`src/rtl/dws_pkg.sv`:
```
// shared constants, codes and types of the double-ended queue with search
`default_nettype none

package dws_pkg;

   // number of slots in the ring
   localparam int DEPTH  = 16;
   localparam int IDX_W  = $clog2(DEPTH);
   localparam int CNT_W  = $clog2(DEPTH + 1);
   localparam int SUM_W  = IDX_W + 1;
   localparam int DATA_W = 32;
   localparam int POS_W  = 7;

   typedef enum logic [2:0] {
      ACT_PUSH_FRONT = 3'd0,
      ACT_PUSH_BACK  = 3'd1,
      ACT_POP_FRONT  = 3'd2,
      ACT_POP_BACK   = 3'd3,
      ACT_SEARCH     = 3'd4,
      ACT_LIST       = 3'd5
   } action_type;

   typedef enum logic [1:0] {
      STAT_OK        = 2'd0,
      STAT_OVERFLOW  = 2'd1,
      STAT_UNDERFLOW = 2'd2,
      STAT_NOTFOUND  = 2'd3
   } status_type;

   // one result handed from the sequencer to the output register
   typedef struct packed {
      logic                     valid;
      status_type               status;
      logic signed [DATA_W-1:0] value;
      logic [POS_W-1:0]         position;
      logic                     last;
   } emit_type;

   // slot at a given offset from a base slot, wrapped round the ring
   function automatic logic [IDX_W-1:0] ring_add(input logic [IDX_W-1:0] base,
                                                 input logic [CNT_W-1:0] offset);
      logic [SUM_W-1:0] sum;
      sum = SUM_W'(base) + SUM_W'(offset);
      if (sum >= SUM_W'(DEPTH)) begin
         sum = sum - SUM_W'(DEPTH);
      end
      return sum[IDX_W-1:0];
   endfunction

endpackage

`default_nettype wire

```
`src/rtl/dws_req_if.sv`:
```
// request channel: action and value with valid/ready handshake
`default_nettype none

interface dws_req_if;
   import dws_pkg::*;

   logic                     valid;
   logic                     ready;
   logic [2:0]               action;
   logic signed [DATA_W-1:0] value;

   modport source (output valid, output action, output value, input ready);
   modport sink   (input valid, input action, input value, output ready);

endinterface

`default_nettype wire

```
`src/rtl/dws_rsp_if.sv`:
```
// response channel: status, value, position and last flag with valid/ready
`default_nettype none

interface dws_rsp_if;
   import dws_pkg::*;

   logic                     valid;
   logic                     ready;
   logic [1:0]               status;
   logic signed [DATA_W-1:0] result_value;
   logic [POS_W-1:0]         position;
   logic                     last;

   modport source (output valid, output status, output result_value,
                   output position, output last, input ready);
   modport sink   (input valid, input status, input result_value,
                   input position, input last, output ready);

endinterface

`default_nettype wire

```
`src/rtl/dws_ram.sv`:
```
// generic single-write, single-read ram with registered read data
`default_nettype none

module dws_ram #(
   parameter int WIDTH = 32,
   parameter int DEPTH = 16
) (
   input  wire logic                     clock,
   input  wire logic                     wr_en,
   input  wire logic [$clog2(DEPTH)-1:0] wr_addr,
   input  wire logic [WIDTH-1:0]         wr_data,
   input  wire logic                     rd_en,
   input  wire logic [$clog2(DEPTH)-1:0] rd_addr,
   output logic      [WIDTH-1:0]         rd_data
);

   logic [WIDTH-1:0] mem_ff [DEPTH];

   always_ff @(posedge clock) begin
      if (wr_en) begin
         mem_ff[wr_addr] <= wr_data;
      end
      if (rd_en) begin
         rd_data <= mem_ff[rd_addr];
      end
   end

endmodule

`default_nettype wire

```
`src/rtl/dws_ctrl.sv`:
```
// sequencer: ring pointers, ram access and the element walk for search and list
`default_nettype none

module dws_ctrl (
   input  wire logic                              clock,
   input  wire logic                              reset,
   input  wire logic                              req_valid,
   output logic                                   req_ready,
   input  wire logic [2:0]                        req_action,
   input  wire logic signed [dws_pkg::DATA_W-1:0] req_value,
   output dws_pkg::emit_type                      emit,
   input  wire logic                              emit_ready
);
   import dws_pkg::*;

   typedef enum logic [4:0] {
      S_IDLE   = 5'b00001,
      S_POP    = 5'b00010,
      S_SEARCH = 5'b00100,
      S_LIST   = 5'b01000,
      S_EMIT   = 5'b10000
   } state_type;

   state_type                state_ff, state_in;
   logic [IDX_W-1:0]         front_ff, front_in;
   logic [CNT_W-1:0]         count_ff, count_in;
   logic [IDX_W-1:0]         idx_ff, idx_in;
   logic signed [DATA_W-1:0] val_ff, val_in;
   status_type               pend_status_ff, pend_status_in;
   logic [POS_W-1:0]         pend_pos_ff, pend_pos_in;

   logic                     wr_en;
   logic [IDX_W-1:0]         wr_addr;
   logic                     rd_en;
   logic [IDX_W-1:0]         rd_addr;
   logic [DATA_W-1:0]        rd_data;

   logic                     full;
   logic                     empty;
   logic [IDX_W-1:0]         front_dec;
   logic [CNT_W-1:0]         idx_next;
   logic                     last_idx;
   logic [POS_W-1:0]         cur_pos;

   dws_ram #(
      .WIDTH (DATA_W),
      .DEPTH (DEPTH)
   ) u_ram (
      .clock   (clock),
      .wr_en   (wr_en),
      .wr_addr (wr_addr),
      .wr_data (req_value),
      .rd_en   (rd_en),
      .rd_addr (rd_addr),
      .rd_data (rd_data)
   );

   assign full      = (count_ff == CNT_W'(DEPTH));
   assign empty     = (count_ff == '0);
   assign front_dec = (front_ff == '0) ? IDX_W'(DEPTH - 1) : front_ff - 1'b1;
   assign idx_next  = CNT_W'(idx_ff) + 1'b1;
   assign last_idx  = (idx_next == count_ff);
   assign cur_pos   = POS_W'(idx_ff) + 1'b1;
   assign req_ready = (state_ff == S_IDLE);

   always_comb begin
      state_in       = state_ff;
      front_in       = front_ff;
      count_in       = count_ff;
      idx_in         = idx_ff;
      val_in         = val_ff;
      pend_status_in = pend_status_ff;
      pend_pos_in    = pend_pos_ff;
      wr_en          = 1'b0;
      wr_addr        = ring_add(front_ff, count_ff);
      rd_en          = 1'b0;
      rd_addr        = ring_add(front_ff, idx_next);
      emit           = '0;

      unique case (state_ff)
         S_IDLE: begin
            if (req_valid) begin
               val_in      = req_value;
               idx_in      = '0;
               pend_pos_in = '0;
               unique case (req_action)
                  ACT_PUSH_FRONT, ACT_PUSH_BACK: begin
                     state_in = S_EMIT;
                     if (full) begin
                        pend_status_in = STAT_OVERFLOW;
                     end else begin
                        pend_status_in = STAT_OK;
                        wr_en          = 1'b1;
                        count_in       = count_ff + 1'b1;
                        if (req_action == ACT_PUSH_FRONT) begin
                           front_in = front_dec;
                           wr_addr  = front_dec;
                        end
                     end
                  end
                  ACT_POP_FRONT, ACT_POP_BACK: begin
                     if (empty) begin
                        pend_status_in = STAT_UNDERFLOW;
                        state_in       = S_EMIT;
                     end else begin
                        rd_en    = 1'b1;
                        count_in = count_ff - 1'b1;
                        state_in = S_POP;
                        if (req_action == ACT_POP_FRONT) begin
                           rd_addr  = front_ff;
                           front_in = ring_add(front_ff, CNT_W'(1));
                        end else begin
                           rd_addr = ring_add(front_ff, count_ff - 1'b1);
                        end
                     end
                  end
                  ACT_SEARCH, ACT_LIST: begin
                     if (empty) begin
                        pend_status_in = STAT_UNDERFLOW;
                        state_in       = S_EMIT;
                     end else begin
                        rd_en    = 1'b1;
                        rd_addr  = front_ff;
                        state_in = (req_action == ACT_SEARCH) ? S_SEARCH : S_LIST;
                     end
                  end
                  default: begin
                     // unused codes are dropped without a result
                  end
               endcase
            end
         end
         S_POP: begin
            emit.valid  = 1'b1;
            emit.status = STAT_OK;
            emit.value  = rd_data;
            emit.last   = 1'b1;
            if (emit_ready) begin
               state_in = S_IDLE;
            end
         end
         S_SEARCH: begin
            if ($signed(rd_data) == val_ff) begin
               pend_status_in = STAT_OK;
               pend_pos_in    = cur_pos;
               state_in       = S_EMIT;
            end else if (last_idx) begin
               pend_status_in = STAT_NOTFOUND;
               state_in       = S_EMIT;
            end else begin
               rd_en  = 1'b1;
               idx_in = idx_ff + 1'b1;
            end
         end
         S_LIST: begin
            emit.valid    = 1'b1;
            emit.status   = STAT_OK;
            emit.value    = rd_data;
            emit.position = cur_pos;
            emit.last     = last_idx;
            if (emit_ready) begin
               if (last_idx) begin
                  state_in = S_IDLE;
               end else begin
                  rd_en  = 1'b1;
                  idx_in = idx_ff + 1'b1;
               end
            end
         end
         S_EMIT: begin
            emit.valid    = 1'b1;
            emit.status   = pend_status_ff;
            emit.position = pend_pos_ff;
            emit.last     = 1'b1;
            if (emit_ready) begin
               state_in = S_IDLE;
            end
         end
         default: begin
            state_in = S_IDLE;
         end
      endcase
   end

   always_ff @(posedge clock) begin
      if (reset) begin
         state_ff <= S_IDLE;
         front_ff <= '0;
         count_ff <= '0;
      end else begin
         state_ff <= state_in;
         front_ff <= front_in;
         count_ff <= count_in;
      end
      idx_ff         <= idx_in;
      val_ff         <= val_in;
      pend_status_ff <= pend_status_in;
      pend_pos_ff    <= pend_pos_in;
   end

endmodule

`default_nettype wire

```
`src/rtl/deque_with_search_core.sv`:
```
// top level of the double-ended queue with search: sequencer and response register
//
// req_chan carries one command per transfer: action (push front, push back,
// pop front, pop back, search, list) and a signed 32-bit value used by the
// pushes and by search. rsp_chan carries the results: status, the popped or
// listed value, the 1-based position and a last flag on the final result of
// each command. unused action codes give no result.
// a push is accepted while the sequencer is idle and its status is held in
// S_EMIT until the response register takes it; a pop reads the ring ram and
// returns the data from S_POP. either kind holds the block until its result
// is taken, so the next command waits. search reads one stored element per
// cycle through the same ram read port, stopping at a match or the last one;
// list gives one result per cycle for each element when the receiver keeps up.
// req_chan.ready is high only while the sequencer is idle; one command is
// handled at a time.
// synchronous reset empties the queue and sets the front index to zero; the
// ram contents are not cleared, only occupied slots are ever read.
// when rsp_chan stalls, the result waits in the response register and the
// sequencer holds its current result until that register frees up.
`default_nettype none

module deque_with_search_core (
   input wire logic  clock,
   input wire logic  reset,
   dws_req_if.sink   req_chan,
   dws_rsp_if.source rsp_chan
);
   import dws_pkg::*;

   emit_type                 emit;
   logic                     emit_ready;
   logic                     take;

   // response register
   logic                     rsp_valid_ff, rsp_valid_in;
   logic [1:0]               rsp_status_ff;
   logic signed [DATA_W-1:0] rsp_value_ff;
   logic [POS_W-1:0]         rsp_position_ff;
   logic                     rsp_last_ff;

   dws_ctrl u_ctrl (
      .clock      (clock),
      .reset      (reset),
      .req_valid  (req_chan.valid),
      .req_ready  (req_chan.ready),
      .req_action (req_chan.action),
      .req_value  (req_chan.value),
      .emit       (emit),
      .emit_ready (emit_ready)
   );

   // the register takes a new result when empty or when its transfer completes
   assign emit_ready = !rsp_valid_ff || rsp_chan.ready;
   assign take       = emit.valid && emit_ready;

   always_comb begin
      priority if (take) begin
         rsp_valid_in = 1'b1;
      end else if (rsp_chan.ready) begin
         rsp_valid_in = 1'b0;
      end else begin
         rsp_valid_in = rsp_valid_ff;
      end
   end

   always_ff @(posedge clock) begin
      if (reset) begin
         rsp_valid_ff <= 1'b0;
      end else begin
         rsp_valid_ff <= rsp_valid_in;
      end
      if (take) begin
         rsp_status_ff   <= emit.status;
         rsp_value_ff    <= emit.value;
         rsp_position_ff <= emit.position;
         rsp_last_ff     <= emit.last;
      end
   end

   assign rsp_chan.valid        = rsp_valid_ff;
   assign rsp_chan.status       = rsp_status_ff;
   assign rsp_chan.result_value = rsp_value_ff;
   assign rsp_chan.position     = rsp_position_ff;
   assign rsp_chan.last         = rsp_last_ff;

endmodule

`default_nettype wire
```
`src/flat_wrapper.sv`:
```
// flat-port wrapper written by rule: the top's interface ports become plain ports
module deque_with_search_core_flat import dws_pkg::*;
  (clock, reset, req_chan_valid, req_chan_action, req_chan_value, req_chan_ready, rsp_chan_valid, rsp_chan_status, rsp_chan_result_value, rsp_chan_position, rsp_chan_last, rsp_chan_ready);
  dws_req_if req_chan_i ();
  dws_rsp_if rsp_chan_i ();
  input wire logic clock;
  input wire logic reset;
  input wire logic [$bits(req_chan_i.valid)-1:0] req_chan_valid;
  input wire logic [$bits(req_chan_i.action)-1:0] req_chan_action;
  input wire logic [$bits(req_chan_i.value)-1:0] req_chan_value;
  output wire logic [$bits(req_chan_i.ready)-1:0] req_chan_ready;
  output wire logic [$bits(rsp_chan_i.valid)-1:0] rsp_chan_valid;
  output wire logic [$bits(rsp_chan_i.status)-1:0] rsp_chan_status;
  output wire logic [$bits(rsp_chan_i.result_value)-1:0] rsp_chan_result_value;
  output wire logic [$bits(rsp_chan_i.position)-1:0] rsp_chan_position;
  output wire logic [$bits(rsp_chan_i.last)-1:0] rsp_chan_last;
  input wire logic [$bits(rsp_chan_i.ready)-1:0] rsp_chan_ready;
  assign req_chan_i.valid = req_chan_valid;
  assign req_chan_i.action = req_chan_action;
  assign req_chan_i.value = req_chan_value;
  assign req_chan_ready = req_chan_i.ready;
  assign rsp_chan_valid = rsp_chan_i.valid;
  assign rsp_chan_status = rsp_chan_i.status;
  assign rsp_chan_result_value = rsp_chan_i.result_value;
  assign rsp_chan_position = rsp_chan_i.position;
  assign rsp_chan_last = rsp_chan_i.last;
  assign rsp_chan_i.ready = rsp_chan_ready;
  deque_with_search_core u_core (.clock(clock), .reset(reset), .req_chan(req_chan_i), .rsp_chan(rsp_chan_i));
endmodule
```
`config.mk`:
```
export PLATFORM = sky130hd
export DESIGN_NAME = deque_with_search_core_flat
export DESIGN_NICKNAME = d
export VERILOG_FILES = /design/src/rtl/dws_pkg.sv /design/src/rtl/dws_req_if.sv /design/src/rtl/dws_rsp_if.sv /design/src/rtl/dws_ram.sv /design/src/rtl/dws_ctrl.sv /design/src/rtl/deque_with_search_core.sv /design/src/flat_wrapper.sv
export SDC_FILE = /design/constraint.sdc
export NUM_CORES = 1
export LEC_CHECK = 0
export BUFFER_PORTS_ARGS = -buffer_cell sky130_fd_sc_hd__buf_2
export CAP_MARGIN = 20
export CORE_MARGIN = 2
export CORE_UTILIZATION = 45
export CTS_BUF_LIST = sky130_fd_sc_hd__clkbuf_8
export DETAILED_ROUTE_END_ITERATION = 16
export HOLD_SLACK_MARGIN = 0.06
export SLEW_MARGIN = 20
export SYNTH_ARGS = -nofsm -noshare
export SYNTH_HDL_FRONTEND = slang
export SYNTH_SLANG_ARGS = --single-unit
```
`constraint.sdc`:
```
create_clock -name clock -period 10.9 [get_ports clock]
set_input_delay 1.09 -clock clock [delete_from_list [all_inputs] [get_ports clock]]
set_output_delay 1.09 -clock clock [all_outputs]
set_load 0.05 [all_outputs]
```
==> results.sh, run 1 <==
export IMPL_status="completed"
export IMPL_max_cap_viol_count=0
export IMPL_final_util_pct=50.6
export IMPL_cp_num_cells=10
export IMPL_cp_buffers_inverters=3
export IMPL_rows=89
export IMPL_ys_warnings_count=0
export IMPL_initial_core_util_pct=45.5
export IMPL_worst_pin_slew_ns=1.10
export IMPL_avgSynthCellArea_um2=17.4
export IMPL_io_buffers=80
export IMPL_synth_top_family_by_area="multiplexers"
export IMPL_period_minus_slack_ns=4.80
export IMPL_path_cells="or3_4, or3b_1, inv_6, and2_4, nand3_1, a32oi_4, buf_4, buf_4, mux2i_1, mux2i_1"
export IMPL_crit_path_start_kind="register"
export IMPL_r2r_slack_ns=6.10
export IMPL_antenna_left=0
export IMPL_first_pass_iters=5
export IMPL_hold_path_endpoint="u_core.rsp_chan.valid"
export IMPL_synth_area_leaders="edfxtp_1, mux2i_1, xnor2_1, dfxtp_1, ha_1"
export IMPL_critPathTopFamily="simple AND/OR/NAND/NOR gates"
export IMPL_r2r_end="u_core.u_ctrl.u_ram.rd_data[10]"
export IMPL_grt_pass1_vias=13800
export IMPL_slew_violations=0
export IMPL_coreArea_um2=59000
export IMPL_r2r_start="u_core.u_ctrl.state_ff[1]"
export IMPL_cp_arrival_ns=5.20
export IMPL_via_per_inst=5.35
export IMPL_final_setup_tns_ns=0
export IMPL_critPathKind="register to register"
export IMPL_ys_seq_area_share_pct=71.3
export IMPL_chipHeight_um=248
export IMPL_yosys_area_top_type="edfxtp_1"
export IMPL_synthCells=1541
export IMPL_hold_viol_final=0
export IMPL_hold_start="u_core.rsp_chan.valid"
export IMPL_hold_path_class="register to register"
export IMPL_critPathMaxFanout=39
export IMPL_nets=1744
export IMPL_cts_sink_count=642
export IMPL_place_congestion=0.860
export IMPL_p_leak_nw=10.8
export IMPL_rsz0062_at_grt="false"
export IMPL_yosys_area_share_adder_pct=1.06
export IMPL_cts_tree="yes"
export IMPL_grt_max_degree=129
export IMPL_syn_to_final_growth_pct=11.4
export IMPL_grt_pass1_wl_mm=88.2
export IMPL_postCtsSetupBuffers=0
export IMPL_synth_seq_cells=642
export IMPL_dpl_hpwl_mm=29.7
export IMPL_slowest_delay_ns=0.79
export IMPL_synth_edf_count=627
export IMPL_skew_ns=0.0301
export IMPL_async_flop_share_pct=0
export IMPL_synthMuxAreaShare_pct=18.2
export IMPL_cp_slowest_cell="buf_4"
export IMPL_synthesis_area_um2=26800
export IMPL_synth_compound_area_share_pct=1.82
export IMPL_fp_dieW_um=248
export IMPL_synth_cell_type_count=69
export IMPL_drtIter0Drc=879
export IMPL_dp_cells=2352
export IMPL_fillers=4939
export IMPL_wl_mm=59.6
export IMPL_die_area_um2=61600
export IMPL_htree_levels=3
export IMPL_routedWlPerCell_um=23.5
export IMPL_holdBufCountCts=0
export IMPL_clkTransAtPathRegs_ns=0.06
export IMPL_num_vias=13600
export IMPL_min_path_cells=2
export IMPL_synthSimpleGateAreaFrac_pct=3.54
export IMPL_setup_viol=0
export IMPL_slew_headroom_pct=26.1
export IMPL_cts_root_buf="clkbuf_8"
export IMPL_fin_crit_sh_pct=44.0
export IMPL_cts_made_buffers=103
export IMPL_peakVddDrop_v=0.000450
export IMPL_drc=0
export IMPL_grt_overflow_total=0
export IMPL_reg2reg_depth=10
export IMPL_cts_buffer_depth=3
export IMPL_clk_latency_ns=0.69
export IMPL_cts_resized=0
export IMPL_grt_antenna_before_repair=4
export IMPL_synthXorXnorAreaFrac_pct=1.83
export IMPL_crit_required_ns=11.30
export IMPL_powerDensity_nw_per_um2=251
export IMPL_fin_cells=2539
export IMPL_yosys_area_top_type_share_pct=70.2
export IMPL_synth_ff_type="edfxtp_1"
export IMPL_power_w=0.00750
export IMPL_fmax_ghz=0.208
export IMPL_io_pins=83
export IMPL_drive_gt1_share_pct=15.0
export IMPL_track_usage_pct=19.8
export IMPL_end_kind="register"
-- cell families after synthesis --
kind of cell	count (synthesis)
AOI/OAI and AO/OA	76
xor gates and xnor gates	56
adders and majority gates	21
buffers and inverters	87
DFF	642
muxes	487
other	1
and+or+nand+nor	171
-- how the worst max path moves through the flow --
stage	end	start	slack, ns
after floorplan	u_core.u_ctrl.u_ram.mem_ff[12][0]	u_core.u_ctrl.state_ff[1]	6.34
after global placement	u_core.u_ctrl.u_ram.rd_data[29]	req_chan_action[2]	5.66
after detailed placement	u_core.u_ctrl.u_ram.rd_data[31]	req_chan_action[2]	5.53
after CTS	u_core.u_ctrl.u_ram.rd_data[10]	u_core.u_ctrl.state_ff[1]	6.09
after global routing	u_core.u_ctrl.u_ram.rd_data[10]	u_core.u_ctrl.state_ff[1]	5.86
final	u_core.u_ctrl.u_ram.rd_data[10]	u_core.u_ctrl.state_ff[1]	6.10
-- layer usage --
layer / wire length [um] / GRT usage [%] / share of wire [%] / vias up
li1: - / - / - / 6267
met5: 13 / 0 / 0.022 / -
met2: 28800 / 32.2 / 48 / 300
met4: 1200 / 5.92 / 2.0 / 2
met1: 27000 / 27.2 / 45 / 6932
met3: 2590 / 3.68 / 4.3 / 91
-- flip-flops by register name (all words and copies together), names as in the netlist, 5 cells and up --
register	count
u_core.u_ctrl.u_ram.mem_ff	512
u_core.rsp_chan.result_value	32
u_core.u_ctrl.u_ram.rd_data	32
u_core.u_ctrl.val_ff	32
u_core.rsp_chan.position	5
u_core.u_ctrl.count_ff	5
u_core.u_ctrl.pend_pos_ff	5
u_core.u_ctrl.state_ff	5
-- per-stage QoR --
stage          hold WS [ns]  area (um2)  worst slack (ns)
2_1_floorplan         0.496       26800              6.34
3_3_place_gp          0.504       28100              5.66
3_5_place_dp          0.513       28100              5.53
4_1_cts               0.529       29900              6.09
5_1_grt               0.552       29900              5.86
6_report              0.520       29900              6.10
-- power breakdown --
| group | internal [W] | leakage [nW] | switching, W |
|---|---|---|---|
| Combinational | 0.00116 | 4.03 | 0.00155 |
| Sequential | 0.00291 | 5.77 | 0.0000632 |
| Clock | 0.000912 | 1.04 | 0.000899 |
| Total | 0.00498 | 10.8 | 0.00251 |
-- synth_stat cells (15+ instances only) --
cell type  count
inv_1         15
ha_1          18
a21oi_1       28
dfxtp_1       15
buf_2         27
clkbuf_1      16
and2_1        34
xnor2_1       49
edfxtp_1     627
mux2i_1      485
nor2_1        49
o21ai_0       18
-- tightest hold or removal path, stage by stage (launching register included) --
cell	delay (ns)
dfxtp_1	0.31
nand2b_1	0.09
a21oi_1	0.06
-- layout make-up --
| class | count | area, um2 | area share, % |
|---|---|---|---|
| Antenna cell | 3 | 7.51 | 0.0251 |
| Clock buffer | 105 | 1450 | 4.83 |
| Clock inverter | 79 | 347 | 1.16 |
| Inverter | 16 | 65.1 | 0.218 |
| Multi-Input combinational cell | 813 | 7310 | 24.4 |
| Sequential cell | 642 | 19100 | 64.0 |
| Tap cell | 773 | 967 | 3.24 |
| Timing Repair Buffer | 108 | 623 | 2.08 |
-- layout by cell type (no fill, tap or decap), drive strengths merged, types with 4 or more instances in the layout --
master,n
buf,108
nor4,5
xor2,7
or3,5
mux2i,485
nor3,11
clkbuf,105
nor2,49
inv,52
a21oi,28
edfxtp,627
xnor2,49
ha,18
and3,4
a211oi,4
dfxtp,15
nand3,12
clkinv,40
nand4,11
a31oi,4
o21ai,20
a21o,5
and2,35
nand2b,7
nand2,13
(Power assumes the default switching activity.)
==> run 2, diff against run 1 <==
==> constraint.sdc (replaced) <==
create_clock -name clock -period 4.75 [get_ports clock]
set_input_delay 0.475 -clock clock [delete_from_list [all_inputs] [get_ports clock]]
set_output_delay 0.475 -clock clock [all_outputs]
set_load 0.05 [all_outputs]
==> results.sh, run 2 (same netlist as run 1, synthesis figures left out) <==
export IMPL_regMostFlops="u_core.u_ctrl.u_ram.mem_ff"
export IMPL_initial_core_util_pct=45.5
export IMPL_swShare_pct=33.5
export IMPL_chipHeight_um=248
export IMPL_via_per_inst=5.36
export IMPL_p_leak_nw=11.1
export IMPL_r2r_end="u_core.u_ctrl.u_ram.rd_data[23]"
export IMPL_fmax_ghz=0.247
export IMPL_drc=0
export IMPL_hold_path_class="input port to register"
export IMPL_final_cell_mix="edfxtp_1, mux2i_1, clkbuf_8"
export IMPL_rows=89
export IMPL_cts_buffer_depth=3
export IMPL_track_usage_pct=20.2
export IMPL_peakVddDrop_v=0.000542
export IMPL_final_setup_tns_ns=0
export IMPL_seqPwrFrac_pct=39.0
export IMPL_nets=1772
export IMPL_syn_to_final_growth_pct=12.9
export IMPL_r2r_start="u_core.u_ctrl.count_ff[0]"
export IMPL_wl_mm=61.0
export IMPL_cp_arrival_ns=4.48
export IMPL_drive_gt1_share_pct=16.6
export IMPL_setup_viol=0
export IMPL_powerDensity_nw_per_um2=576
export IMPL_reg2reg_depth=12
export IMPL_hold_viol_final=0
export IMPL_power_frac_comb_pct=36.3
export IMPL_crit_path_start_kind="input port"
export IMPL_rsz0062_at_grt="false"
export IMPL_hold_start="reset"
export IMPL_cts_made_buffers=105
export IMPL_clkPwrFrac_pct=24.7
export IMPL_grt_max_degree=73
export IMPL_dpl_hpwl_mm=34.2
export IMPL_first_pass_iters=5
export IMPL_final_common_cell="edfxtp_1"
export IMPL_cts_tree="yes"
export IMPL_cts_root_buf="clkbuf_8"
export IMPL_end_kind="register"
export IMPL_fin_crit_sh_pct=85.4
export IMPL_io_pins=83
export IMPL_min_path_cells=2
export IMPL_coreArea_um2=59000
export IMPL_num_vias=13800
export IMPL_period_minus_slack_ns=4.06
export IMPL_cts_sink_count=642
export IMPL_slew_headroom_pct=36.1
export IMPL_grt_antenna_before_repair=4
export IMPL_io_buffers=80
export IMPL_place_congestion=0.856
export IMPL_routedWlPerCell_um=23.7
export IMPL_grt_pass1_wl_mm=90.1
export IMPL_clkTransAtPathRegs_ns=0.06
export IMPL_status="completed"
export IMPL_hold_path_endpoint="u_core.u_ctrl.count_ff[3]"
export IMPL_antenna_left=0
export IMPL_max_cap_viol_count=0
export IMPL_htree_levels=3
export IMPL_grt_pass1_vias=14100
export IMPL_crit_required_ns=5.18
export IMPL_worst_pin_slew_ns=0.950
export IMPL_clk_latency_ns=0.70
export IMPL_r2r_slack_ns=0.77
export IMPL_grt_overflow_total=0
export IMPL_slew_violations=0
export IMPL_critPathMaxFanout=35
export IMPL_internal_power_w=0.0116
export IMPL_critPathKind="input port to register"
export IMPL_fp_dieW_um=248
export IMPL_p_switching_w=0.00585
export IMPL_largest_reg_flops=512
export IMPL_drtIter0Drc=979
export IMPL_skew_ns=0.0476
export IMPL_die_area_um2=61600
export IMPL_power_w=0.0175
run 2: final cells by class:
class	instances	area [um2]
Fill cell	4874	28700
Inverter	16	65.1
Clock buffer	107	1470
Timing Repair Buffer	134	961
Antenna cell	4	10.0
Clock inverter	81	402
Sequential cell	642	19100
Tap cell	773	967
Multi-Input combinational cell	813	7290
run 2: critical path, stage by stage:
cell	delay, ns
dlygate4sd3_1	0.53
buf_2	0.18
inv_1	0.12
ha_1	0.49
nand4b_1	0.17
a211oi_1	0.56
o211ai_1	0.25
o21ai_4	0.34
buf_12	0.37
buf_12	0.26
mux2i_1	0.31
mux2i_1	0.12
mux2i_1	0.15
mux2i_1	0.09
run 2: per-layer routing:
metal	up-vias	share of wire [%]	wire length, um	track usage [%]
met3	82	5.3	3250	3.33
met2	385	48	29000	32.4
met1	6979	45	27500	28.1
met5	-	0.021	13	0
li1	6338	-	-	-
met4	2	2.1	1270	6.88
run 2: how the worst max path moves through the flow:
stage	startpoint	to	slack, ns	depth (start not counted)
5_1_grt	req_chan_action[2]	u_core.u_ctrl.u_ram.rd_data[15]	0.49	14
6_report	req_chan_action[2]	u_core.u_ctrl.u_ram.rd_data[23]	0.69	14
4_1_cts	u_core.u_ctrl.state_ff[1]	u_core.u_ctrl.u_ram.rd_data[10]	0.79	10
2_1_floorplan	u_core.u_ctrl.state_ff[1]	u_core.u_ctrl.u_ram.mem_ff[12][0]	0.19	12
3_5_place_dp	req_chan_action[2]	u_core.u_ctrl.u_ram.rd_data[15]	0.61	13
3_3_place_gp	req_chan_action[2]	u_core.u_ctrl.u_ram.rd_data[23]	0.57	13
run 2: timing repair:
action                                 in CTS  in global routing
endpoints found under the hold margin       2                  0
gates resized for setup                     0                  0
setup buffers                               0                  0
hold buffers                                2                  0
run 2: through the flow:
stage          setup WS, ns  cell area, um2  hold slack, ns  util [%]  std cells
2_1_floorplan         0.195           26800           0.496         -       1542
3_3_place_gp          0.573           28400           0.495      48.1       2376
3_5_place_dp          0.608           28400           0.516      48.1       2376
4_1_cts               0.794           30300          0.0985      51.3       2566
5_1_grt               0.491           30300           0.137      51.3       2568
6_report              0.694           30300           0.158      51.3       2570
run 2: power by group through the flow:
| stage | clock network [W] | registers [W] | logic [W] |
|---|---|---|---|
| global placement | 0 | 0.00692 | 0.00633 |
| CTS | 0.00444 | 0.00682 | 0.00642 |
| floorplan | 0 | 0.00706 | 0.00509 |
| finish | 0.00431 | 0.00682 | 0.00634 |
| detailed placement | 0 | 0.00693 | 0.00640 |
| global route | 0.00469 | 0.00684 | 0.00682 |
==> run 3, diff against run 2 <==
--- a/config.mk
+++ b/config.mk
@@ -5,12 +5,12 @@
 export SDC_FILE = /design/constraint.sdc
 export NUM_CORES = 1
 export LEC_CHECK = 0
-export BUFFER_PORTS_ARGS = -buffer_cell sky130_fd_sc_hd__buf_2
 export CAP_MARGIN = 20
 export CORE_MARGIN = 2
 export CORE_UTILIZATION = 45
-export CTS_BUF_LIST = sky130_fd_sc_hd__clkbuf_8
+export CTS_BUF_LIST = sky130_fd_sc_hd__clkbuf_16
 export DETAILED_ROUTE_END_ITERATION = 16
+export DONT_BUFFER_PORTS = 1
 export HOLD_SLACK_MARGIN = 0.06
 export SLEW_MARGIN = 20
 export SYNTH_ARGS = -nofsm -noshare
==> constraint.sdc (replaced) <==
create_clock -name clock -period 3.8 [get_ports clock]
set_input_delay 0.38 -clock clock [delete_from_list [all_inputs] [get_ports clock]]
set_output_delay 0.38 -clock clock [all_outputs]
set_load 0.05 [all_outputs]
==> results.sh, run 3 (same netlist as run 1, synthesis figures left out) <==
export IMPL_routedWlPerCell_um=24.6
export IMPL_first_pass_iters=5
export IMPL_rsz0062_at_grt="true"
export IMPL_antenna_left=0
export IMPL_num_vias=13600
export IMPL_status="completed"
export IMPL_setup_viol=0
export IMPL_track_usage_pct=20.0
export IMPL_skew_ns=0.0253
export IMPL_cts_root_buf="clkbuf_16"
export IMPL_dpl_hpwl_mm=35.0
export IMPL_period_minus_slack_ns=3.69
export IMPL_io_buffers=0
export IMPL_fin_ws_ns=0.109
export IMPL_die_area_um2=61600
export IMPL_grt_max_degree=73
export IMPL_io_pins=83
export IMPL_cts_made_buffers=68
export IMPL_hold_viol_final=0
export IMPL_holdWs_ns=0.115
export IMPL_swShare_pct=32.8
export IMPL_fp_dieW_um=248
export IMPL_via_per_inst=5.48
export IMPL_p_switching_w=0.00756
export IMPL_max_cap_viol_count=0
export IMPL_clkTransAtPathRegs_ns=0.06
export IMPL_final_common_cell="edfxtp_1"
export IMPL_drtIter0Drc=970
export IMPL_cts_tree="yes"
export IMPL_worst_pin_slew_ns=0.948
export IMPL_slew_headroom_pct=36.8
export IMPL_final_cell_mix="edfxtp_1, mux2i_1, clkbuf_16"
export IMPL_power_frac_comb_pct=35.3
export IMPL_grt_overflow_total=0
export IMPL_nets=1704
export IMPL_critPathKind="register to register"
export IMPL_htree_levels=3
export IMPL_end_kind="register"
export IMPL_clk_latency_ns=0.60
export IMPL_wl_mm=60.8
export IMPL_cts_buffer_depth=3
export IMPL_largest_reg_flops=512
export IMPL_cts_sink_count=642
export IMPL_coreArea_um2=59000
export IMPL_regMostFlops="u_core.u_ctrl.u_ram.mem_ff"
export IMPL_grt_pass1_wl_mm=89.7
export IMPL_final_area_um2=30800
export IMPL_fillers=4729
export IMPL_final_setup_tns_ns=0
export IMPL_dp_slack_ns=0.0884
export IMPL_rows=89
export IMPL_hold_path_class="input port to register"
export IMPL_clkPwrFrac_pct=26.8
export IMPL_dpl_instance_area_um2=28400
export IMPL_cp_arrival_ns=3.96
export IMPL_chipHeight_um=248
export IMPL_p_leak_nw=11.0
export IMPL_crit_required_ns=4.07
export IMPL_internal_power_w=0.0155
export IMPL_postCtsSetupBuffers=0
export IMPL_drc=0
export IMPL_grt_pass1_vias=13700
export IMPL_fin_crit_sh_pct=97.1
export IMPL_crit_path_start_kind="register"
export IMPL_place_congestion=0.847
export IMPL_powerDensity_nw_per_um2=747
export IMPL_drive_gt1_share_pct=11.8
export IMPL_seqPwrFrac_pct=38.0
export IMPL_final_util_pct=52.2
export IMPL_syn_to_final_growth_pct=14.8
export IMPL_grt_antenna_before_repair=2
export IMPL_initial_core_util_pct=45.5
export IMPL_slew_violations=0
export IMPL_critPathMaxFanout=13
export IMPL_peakVddDrop_v=0.000767
export IMPL_fmax_ghz=0.271
## run 3: worst paths after layout
kind                              startpoint                                  to  slack [ns]  cells after the start
max reg2reg        u_core.u_ctrl.state_ff[1]  u_core.u_ctrl.u_ram.mem_ff[13][19]        0.11                     10
min reg2reg  u_core.u_ctrl.pend_status_ff[0]           u_core.rsp_chan.status[0]        0.54                      1
max                u_core.u_ctrl.state_ff[1]  u_core.u_ctrl.u_ram.mem_ff[13][19]        0.11                     10
min                       req_chan_action[1]           u_core.u_ctrl.state_ff[3]        0.12                      4
## run 3: metal layers
layer	wire length, um	track usage [%]
met5	0	0
met4	1010	5.29
met3	3170	3.78
met2	28800	32.1
met1	27800	28.2
## run 3: repair_timing
item / 4_1_cts / 5_1_grt
gates resized for setup: 0 / 3
endpoints found under the hold margin: 559 / 0
hold buffers: 35 / 0
endpoints found under the setup margin: 0 / 155
## run 3: critical path, cell delays in order, from the launching register on
cell     delay, ns
dfxtp_1       0.37
or3_4         0.44
or3b_1        0.54
inv_6         0.09
and2_4        0.14
and3_4        0.22
and3_2        0.35
mux2i_1       0.28
nand3_1       0.37
nor2_4        0.26
buf_4         0.29
## run 3: final cells by class
cell class	instances	area, um2	share of cell area [%]
sequential	642	19100	62.1
multi-input combinational	813	7300	23.7
clock buffer	70	1750	5.69
timing repair buffer	103	1260	4.08
tap	773	967	3.14
clock inverter	53	332	1.08
inverter	16	65.1	0.211
antenna	2	5.00	0.0162
## run 3: metrics by stage
stage,total power [W],std cells
6_report,0.0230,2472
5_1_grt,0.0240,2471
4_1_cts,0.0232,2470
3_5_place_dp,0.0169,2312
3_3_place_gp,0.0168,2312
2_1_floorplan,0.0152,1542
## run 3: power groups by stage
stage,clock (W),combinational [W],sequential [W]
after floorplan,0,0.00638,0.00882
after global placement,0,0.00796,0.00888
after detailed placement,0,0.00802,0.00889
after CTS,0.00630,0.00817,0.00874
after global routing,0.00659,0.00865,0.00877
final,0.00617,0.00812,0.00874
